File: config.mk
export PLATFORM = sky130hd
export DESIGN_NAME = flow_table_lookup_insert_remove_top
export DESIGN_NICKNAME = d
export VERILOG_FILES = /design/src/sv/ftl_pkg.sv /design/src/sv/flow_table_lookup_insert_remove_top.sv /design/src/sv/ftl_ram.sv
export SDC_FILE = /design/constraint.sdc
export NUM_CORES = 2
export LEC_CHECK = 0
export BUFFER_PORTS_ARGS = -buffer_cell sky130_fd_sc_hd__buf_2
export CAP_MARGIN = 20
export CELL_PAD_IN_SITES_DETAIL_PLACEMENT = 0
export CELL_PAD_IN_SITES_GLOBAL_PLACEMENT = 1
export CORE_ASPECT_RATIO = 0.6
export CORE_UTILIZATION = 40
export DETAILED_ROUTE_END_ITERATION = 8
export PLACE_DENSITY_LB_ADDON = 0.3
export SLEW_MARGIN = 10
export SYNTH_ARGS = -nofsm -noshare
export SYNTH_HDL_FRONTEND = slang
export SYNTH_SLANG_ARGS = --single-unit
File: constraint.sdc
create_clock -name clk_i -period 14.6 [get_ports clk_i]
set_input_delay 2.92 -clock clk_i [delete_from_list [all_inputs] [get_ports clk_i]]
set_output_delay 2.92 -clock clk_i [all_outputs]
set_load 0.01 [all_outputs]
File: src/sv/ftl_pkg.sv
`timescale 1ns / 1ps
// ----------------------------------------------------------------------------
// Flow table package
// Table sizing, derived widths and the request/response types.
// ----------------------------------------------------------------------------
package ftl_pkg;

  localparam int unsigned TABLE_DEPTH = 16;  // 1 .. 16
  localparam int unsigned IDX_W  = (TABLE_DEPTH > 1) ? $clog2(TABLE_DEPTH) : 1;
  localparam int unsigned CNT_W  = $clog2(TABLE_DEPTH + 1);
  localparam int unsigned PTR_W  = CNT_W + 1;          // room for ptr + 2
  localparam int unsigned WIDE_W = (PTR_W > 5) ? PTR_W : 5;
  localparam int unsigned KEY_W  = 64;

  typedef enum logic {
    MODE_LOOKUP = 1'b0,
    MODE_REMOVE = 1'b1
  } ftl_mode_e;

  typedef struct packed {
    logic        mode;
    logic [15:0] src_port;
    logic [15:0] dst_port;
    logic [31:0] remote_addr;
    logic [31:0] peer_addr;
    logic [15:0] peer_port;
    logic [15:0] flow_tag;
    logic [3:0]  entry_index;
  } ftl_req_t;

  typedef struct packed {
    logic [3:0] found_index;
    logic       created;
    logic       fault;
    logic [4:0] occupancy;
  } ftl_rsp_t;

endpackage

File: src/sv/flow_table_lookup_insert_remove_top.sv
`timescale 1ns / 1ps
// ----------------------------------------------------------------------------
// Flow table: exact-match lookup/insert and remove by index
// Lookup scans the entries in use in order and appends the key on a full miss
//   unless the table is full. Remove answers from idle on a fault or for the
//   last entry, else it shifts the entries above the index down by one.
// Throughput: one request at a time; the next one is taken in the cycle the
//   result is strobed. Set by the single read port of the key RAMs, which
//   visits one entry per cycle.
// Reset: asynchronous, clears the entry count and control; key RAMs keep
//   garbage until written. Results are strobed for one cycle, no stall.
// ----------------------------------------------------------------------------
module flow_table_lookup_insert_remove_top
  import ftl_pkg::*;
(
  input  logic     clk_i,
  input  logic     rst_ni,
  input  logic     start,
  output logic     busy,
  input  ftl_req_t req_i,
  output logic     done_o,
  output ftl_rsp_t rsp_o
);

  // Sequencer states
  typedef enum logic [4:0] {
    ST_IDLE      = 5'b00001,
    ST_SCAN_LOAD = 5'b00010,  // issue read of entry 0
    ST_SCAN_CMP  = 5'b00100,  // compare entry ptr, prefetch ptr+1
    ST_RM_LOAD   = 5'b01000,  // issue read of entry ptr+1
    ST_RM_MOVE   = 5'b10000   // write entry ptr from ptr+1, prefetch ptr+2
  } state_e;

  state_e            state_q, state_d;
  logic [IDX_W-1:0]  ptr_q, ptr_d;
  logic [CNT_W-1:0]  count_q, count_d;
  ftl_req_t          key_q, key_d;
  ftl_rsp_t          rsp_q, rsp_d;
  logic              done_q, done_d;

  // RAM ports
  logic              ram_we;
  logic [IDX_W-1:0]  ram_waddr;
  logic [IDX_W-1:0]  ram_raddr;
  logic [KEY_W-1:0]  pk_wdata, ak_wdata;
  logic [KEY_W-1:0]  pk_rdata, ak_rdata;

  // Key words as stored: ports+tag in one RAM, addresses in the other
  logic [KEY_W-1:0]  key_pk, key_ak;
  assign key_pk = {key_q.src_port, key_q.dst_port, key_q.peer_port, key_q.flow_tag};
  assign key_ak = {key_q.remote_addr, key_q.peer_addr};

  // Shared compare unit: one stored entry against the latched key
  logic hit;
  assign hit = (pk_rdata == key_pk) && (ak_rdata == key_ak);

  // Pointer arithmetic carried one bit wider than the count
  logic [PTR_W-1:0]  ptr_ext, count_ext;
  logic [WIDE_W-1:0] req_idx_w, count_w;
  assign ptr_ext   = PTR_W'(ptr_q);
  assign count_ext = PTR_W'(count_q);
  assign req_idx_w = WIDE_W'(req_i.entry_index);
  assign count_w   = WIDE_W'(count_q);

  logic full;
  assign full = (count_q == CNT_W'(TABLE_DEPTH));

  always_comb begin
    state_d   = state_q;
    ptr_d     = ptr_q;
    count_d   = count_q;
    key_d     = key_q;
    rsp_d     = rsp_q;
    done_d    = 1'b0;
    ram_we    = 1'b0;
    ram_waddr = ptr_q;
    ram_raddr = ptr_q;
    pk_wdata  = pk_rdata;
    ak_wdata  = ak_rdata;

    unique case (state_q)
      ST_IDLE: begin
        if (start) begin
          key_d = req_i;
          if (req_i.mode == MODE_LOOKUP) begin
            state_d = ST_SCAN_LOAD;
          end else if (req_idx_w >= count_w) begin
            // out-of-range remove: report and leave the table alone
            rsp_d  = '{found_index: 4'd0, created: 1'b0, fault: 1'b1,
                       occupancy: 5'(count_q)};
            done_d = 1'b1;
          end else if (req_idx_w + WIDE_W'(1) == count_w) begin
            // removing the tail entry needs no data movement
            count_d = count_q - CNT_W'(1);
            rsp_d   = '{found_index: 4'd0, created: 1'b0, fault: 1'b0,
                        occupancy: 5'(count_q - CNT_W'(1))};
            done_d  = 1'b1;
          end else begin
            ptr_d   = IDX_W'(req_idx_w);
            state_d = ST_RM_LOAD;
          end
        end
      end

      ST_SCAN_LOAD: begin
        ram_raddr = '0;
        ptr_d     = '0;
        if (count_q == '0) begin
          // empty table: append at entry 0
          ram_we    = 1'b1;
          ram_waddr = '0;
          pk_wdata  = key_pk;
          ak_wdata  = key_ak;
          count_d   = CNT_W'(1);
          rsp_d     = '{found_index: 4'd0, created: 1'b1, fault: 1'b0,
                        occupancy: 5'd1};
          done_d    = 1'b1;
          state_d   = ST_IDLE;
        end else begin
          state_d = ST_SCAN_CMP;
        end
      end

      ST_SCAN_CMP: begin
        ram_raddr = IDX_W'(ptr_ext + PTR_W'(1));
        if (hit) begin
          rsp_d   = '{found_index: 4'(ptr_q), created: 1'b0, fault: 1'b0,
                      occupancy: 5'(count_q)};
          done_d  = 1'b1;
          state_d = ST_IDLE;
        end else if (ptr_ext + PTR_W'(1) == count_ext) begin
          // missed every entry in use
          if (full) begin
            rsp_d = '{found_index: 4'd0, created: 1'b0, fault: 1'b1,
                      occupancy: 5'(count_q)};
          end else begin
            ram_we    = 1'b1;
            ram_waddr = IDX_W'(count_q);
            pk_wdata  = key_pk;
            ak_wdata  = key_ak;
            count_d   = count_q + CNT_W'(1);
            rsp_d     = '{found_index: 4'(count_q), created: 1'b1, fault: 1'b0,
                          occupancy: 5'(count_q + CNT_W'(1))};
          end
          done_d  = 1'b1;
          state_d = ST_IDLE;
        end else begin
          ptr_d = ptr_q + IDX_W'(1);
        end
      end

      ST_RM_LOAD: begin
        ram_raddr = IDX_W'(ptr_ext + PTR_W'(1));
        state_d   = ST_RM_MOVE;
      end

      ST_RM_MOVE: begin
        // read data holds entry ptr+1; it moves down into ptr
        ram_we    = 1'b1;
        ram_waddr = ptr_q;
        ram_raddr = IDX_W'(ptr_ext + PTR_W'(2));
        if (ptr_ext + PTR_W'(2) >= count_ext) begin
          count_d = count_q - CNT_W'(1);
          rsp_d   = '{found_index: 4'd0, created: 1'b0, fault: 1'b0,
                      occupancy: 5'(count_q - CNT_W'(1))};
          done_d  = 1'b1;
          state_d = ST_IDLE;
        end else begin
          ptr_d = ptr_q + IDX_W'(1);
        end
      end

      default: begin
        state_d = ST_IDLE;
      end
    endcase
  end

  always_ff @(posedge clk_i or negedge rst_ni) begin
    if (!rst_ni) begin
      state_q <= ST_IDLE;
      count_q <= '0;
      done_q  <= 1'b0;
    end else begin
      state_q <= state_d;
      count_q <= count_d;
      done_q  <= done_d;
    end
  end

  // payload registers, no reset
  always_ff @(posedge clk_i) begin
    ptr_q <= ptr_d;
    key_q <= key_d;
    rsp_q <= rsp_d;
  end

  ftl_ram #(
    .WIDTH(KEY_W),
    .DEPTH(TABLE_DEPTH)
  ) u_port_keys (
    .clk_i  (clk_i),
    .we_i   (ram_we),
    .waddr_i(ram_waddr),
    .wdata_i(pk_wdata),
    .raddr_i(ram_raddr),
    .rdata_o(pk_rdata)
  );

  ftl_ram #(
    .WIDTH(KEY_W),
    .DEPTH(TABLE_DEPTH)
  ) u_addr_keys (
    .clk_i  (clk_i),
    .we_i   (ram_we),
    .waddr_i(ram_waddr),
    .wdata_i(ak_wdata),
    .raddr_i(ram_raddr),
    .rdata_o(ak_rdata)
  );

  assign busy   = (state_q != ST_IDLE);
  assign done_o = done_q;
  assign rsp_o  = rsp_q;

endmodule

File: src/sv/ftl_ram.sv
`timescale 1ns / 1ps
// ----------------------------------------------------------------------------
// Generic RAM
// One write port, one read port, registered read data.
// ----------------------------------------------------------------------------
module ftl_ram #(
  parameter int unsigned WIDTH = 64,
  parameter int unsigned DEPTH = 16,
  parameter int unsigned AW    = (DEPTH > 1) ? $clog2(DEPTH) : 1
) (
  input  logic             clk_i,
  input  logic             we_i,
  input  logic [AW-1:0]    waddr_i,
  input  logic [WIDTH-1:0] wdata_i,
  input  logic [AW-1:0]    raddr_i,
  output logic [WIDTH-1:0] rdata_o
);

  logic [WIDTH-1:0] mem_q [DEPTH];

  always_ff @(posedge clk_i) begin
    if (we_i) begin
      mem_q[waddr_i] <= wdata_i;
    end
    rdata_o <= mem_q[raddr_i];
  end

endmodule

==> flow_summary.yaml <==
hold_path:
  min_path_cells: 1
  worst_hold_path.endpoint: "state_q[4]"
  min_from: "state_q[2]"
  hp-class: "flip-flop to flip-flop"
run:
  drv_cap: 0
floorplan:
  core_area_sq_um: 227000
  initial_core_util: 0.405
  die_y_um: 374
  rows: 135
  die-area_sq_um: 232000
  die_w_um: 621
  pin_count: 149
power:
  power_mw: 21.4
  max-vdd-ir-drop_v: 0.000284
  p_leak_nw: 34.3
  power_density_nw_per_um2: 209
worst_setup_path:
  cpMaxStageDelayCell: "buf_4"
  critical-path-max-stage-delay_ns: 0.96
  crit_top_cell: "buf_4"
  reg2reg_depth: 11
  timing.reg2reg.setup_slack_ns: 7.57
  startpoint_type: "flip-flop"
  cp_data_required_time_ns: 15.03
  rr_endpoint: "u_port_keys.mem_q[9][0]"
  arrival_ns: 7.45
  path_class: "flip-flop to flip-flop"
  crit_start: "key_pk[34]"
  r2r-start: "key_pk[34]"
  crit_chain: "xnor2_1 -> nand4_1 -> nor4_1 -> nand4_1 -> nor2_2 -> o311a_1 -> o211ai_1 -> nor3b_2 -> buf_4 -> buf_4 -> buf_4"
  crit_fanout: 49
  worstSetupEndpointType: "flip-flop"
logic_synthesis:
  synth.distinct_cells: 71
  syn_area_sq_um: 92000
  async_reset_ff_frac: 0.00472
  synth_edf_count: 2191
  synth_top_area_frac: 0.715
  ys_warn_count: 0
  synth-seq-cells: 2330
  synth_seq_area_share: 0.746
  synth_ff_type: "edfxtp_1"
  yosys-top-cells-area: "edfxtp_1 (72%), nand2_1 (8.1%), a311oi_1 (3.6%), dfxtp_1 (2.8%), nand3_1 (2.7%)"
  synth.avg_cell_area_sq_um: 13.8
  syn-num-nets: 6837
  netlist_instances: 6685
  yosysTopAreaCell: "edfxtp_1"
timing:
  rsz0062_at_grt: "false"
  final.period_utilization: 0.481
  tns_ns: 0
  skew_ns: 0.0939
  slew_viol_final: 0
  tightest_slew_ns: 1.24
  fmax_mhz: 142
  relSlewSlack: 0.169
  finalHoldViolations: 0
  fin_crit_ns: 7.03
  setup_viol: 0
grt:
  grt_pass1_vias: 52600
  grt_pass1_wl_um: 387000
  grtUsageTotal: 0.226
  overflow: 0
  grt_max_degree: 153
  antenna_found_initial: 36
clock_tree:
  cts_setup_buffers: 0
  cts.clk_slew.worst_paths_ns: 0.06
  postCtsHoldBufs: 0
  cts_tree: "built"
  cts_buffer_depth: 4
  cts.repair.resized: 0
  cts_root_buf: "clkbuf_16"
  cts.sinks: 2330
  htree_levels: 4
  cts_buffers: 218
  insertion_delay_ns: 0.89
cells_and_area:
  drive_gt1_frac: 0.108
  fin_area_sq_um: 102000
  fill_cells: 20100
  syn_to_final_growth_pct: 11.2
  nNetsFinal: 6855
drt:
  antenna_left: 0
  drc: 0
  via_count: 56000
  dr.pass1.iters: 5
  drt-total-wl_um: 270000
  wire_per_inst_um: 27.3
  vias_per_cell: 5.66
  drtIter0Drc: 6910
placement:
  io_buffers: 148
  dpl_cell_area_sq_um: 95300
  gp_congestion: 0.817
  dpl.hpwl_um: 149000
run_status:
  status: "complete, no violations"
[cell type report]
cell class / instances / area (sq um) / share of cell area
tap: 3014 / 3770 / 0.0369
clock inverter: 90 / 927 / 0.00906
clock buffer: 301 / 6030 / 0.0590
sequential: 2330 / 68600 / 0.671
multi-input combinational: 3891 / 21200 / 0.207
antenna: 7 / 17.5 / 0.000171
inverter: 13 / 48.8 / 0.000477
timing repair buffer: 249 / 1700 / 0.0167
[logic make-up (layout without fill, tap and decap cells)]
logic type	Yosys count	in the layout	share of synthesized area
AND/OR/NAND/NOR	2866	2866	0.133
flip-flops	2330	2330	0.746
AO/OA/AOI/OAI	713	713	0.0582
buffers and inverters	464	653	0.0253
multiplexers	154	154	0.0215
XOR/XNOR	142	142	0.0135
adder cells (fa/ha/maj)	16	16	0.00218
other	0	7	0
[cell usage after synthesis (12+ instances only)]
| cell | number |
|---|---|
| buf_6 | 12 |
| o21ai_0 | 21 |
| xnor2_1 | 133 |
| a311oi_1 | 373 |
| edfxtp_1 | 2191 |
| inv_1 | 13 |
| nand2_1 | 1991 |
| buf_4 | 50 |
| nand3_1 | 499 |
| buf_2 | 245 |
| clkbuf_1 | 137 |
| mux4_2 | 22 |
| a31oi_1 | 131 |
| ha_1 | 16 |
| nor4_1 | 15 |
| nor2_1 | 32 |
| dfxtp_1 | 128 |
| nand4_1 | 34 |
| and3_1 | 250 |
| mux2_2 | 128 |
| a21oi_1 | 135 |
[worst max-delay path by stage]
stage	endpoint
global route	u_addr_keys.mem_q[9][53]
finish	u_port_keys.mem_q[9][0]
CTS	u_addr_keys.mem_q[9][59]
detailed placement	u_addr_keys.mem_q[9][56]
global placement	u_addr_keys.mem_q[9][49]
floorplan	u_addr_keys.mem_q[8][0]
[cell usage in the layout, fill, tap and decap left out, types with 5 or more instances in the layout]
| cell | netlist | final |
|---|---|---|
| edfxtp_1 | 2191 | 2191 |
| nand2_1 | 1991 | 1991 |
| nand3_1 | 499 | 499 |
| a311oi_1 | 373 | 373 |
| and3_1 | 250 | 250 |
| clkbuf_16 | 0 | 223 |
| buf_2 | 245 | 151 |
| a21oi_1 | 135 | 135 |
| xnor2_1 | 133 | 133 |
| a31oi_1 | 131 | 131 |
| mux2_2 | 128 | 128 |
| dfxtp_1 | 128 | 128 |
| buf_4 | 50 | 81 |
| clkbuf_1 | 137 | 62 |
| clkinv_2 | 0 | 35 |
| nand4_1 | 34 | 34 |
| clkinv_1 | 0 | 26 |
| nor2_1 | 32 | 25 |
| mux4_2 | 22 | 22 |
| o21ai_0 | 21 | 21 |
| bufinv_16 | 0 | 19 |
| buf_12 | 0 | 17 |
| ha_1 | 16 | 16 |
| clkbuf_8 | 0 | 16 |
| nor4_1 | 15 | 15 |
| inv_1 | 13 | 13 |
| dfrtp_1 | 10 | 10 |
| xor2_1 | 9 | 9 |
| diode_2 | 0 | 7 |
| o31ai_1 | 6 | 6 |
| o22ai_1 | 6 | 6 |
| nor2_4 | 0 | 6 |
| nor2b_4 | 0 | 6 |
| nor3_1 | 5 | 5 |
[critical path: cells and delay by family (launching register included)]
family / cells / cell delay (ns)
AO/OA/AOI/OAI: 2 / 0.67
XOR/XNOR: 1 / 0.22
buffers and inverters: 3 / 2.49
flip-flops: 1 / 0.40
AND/OR/NAND/NOR: 5 / 2.71
[registers in the layout (all words and copies together) (netlist names)]
register / flops
u_addr_keys.mem_q: 1024
u_port_keys.mem_q: 1024
key_ak: 64
key_pk: 64
u_addr_keys.rdata_o: 64
u_port_keys.rdata_o: 64
rsp_o: 11
count_q: 5
state_q: 5
ptr_q: 4
done_o: 1
[metal layers]
metal / global-route usage / vias up / routed length (um)
li1: - / 24900 / -
met1: 0.354 / 28600 / 127000
met2: 0.334 / 2245 / 118000
met3: 0.0334 / 315 / 19800
met4: 0.0448 / 4 / 5390
met5: 0 / - / 23
[where the power goes]
| part | internal [mW] | leakage, nW | switching [mW] |
|---|---|---|---|
| clock | 3.21 | 3.41 | 2.49 |
| sequential | 8.58 | 20.9 | 0.224 |
| combinational | 1.81 | 9.99 | 5.07 |
| total | 13.6 | 34.3 | 7.77 |
[metrics by stage]
| step | hold slack [ns] | setup WS, ns | utilization | instances |
|---|---|---|---|---|
| floorplan | 0.536 | 2.25 | - | 6685 |
| global placement | 0.625 | 7.74 | 0.420 | 9493 |
| detailed placement | 0.637 | 7.57 | 0.420 | 9495 |
| CTS | 0.643 | 7.46 | 0.450 | 9886 |
| global route | 0.703 | 7.36 | 0.450 | 9890 |
| finish | 0.644 | 7.57 | 0.450 | 9895 |
(Power assumes the default switching activity.)
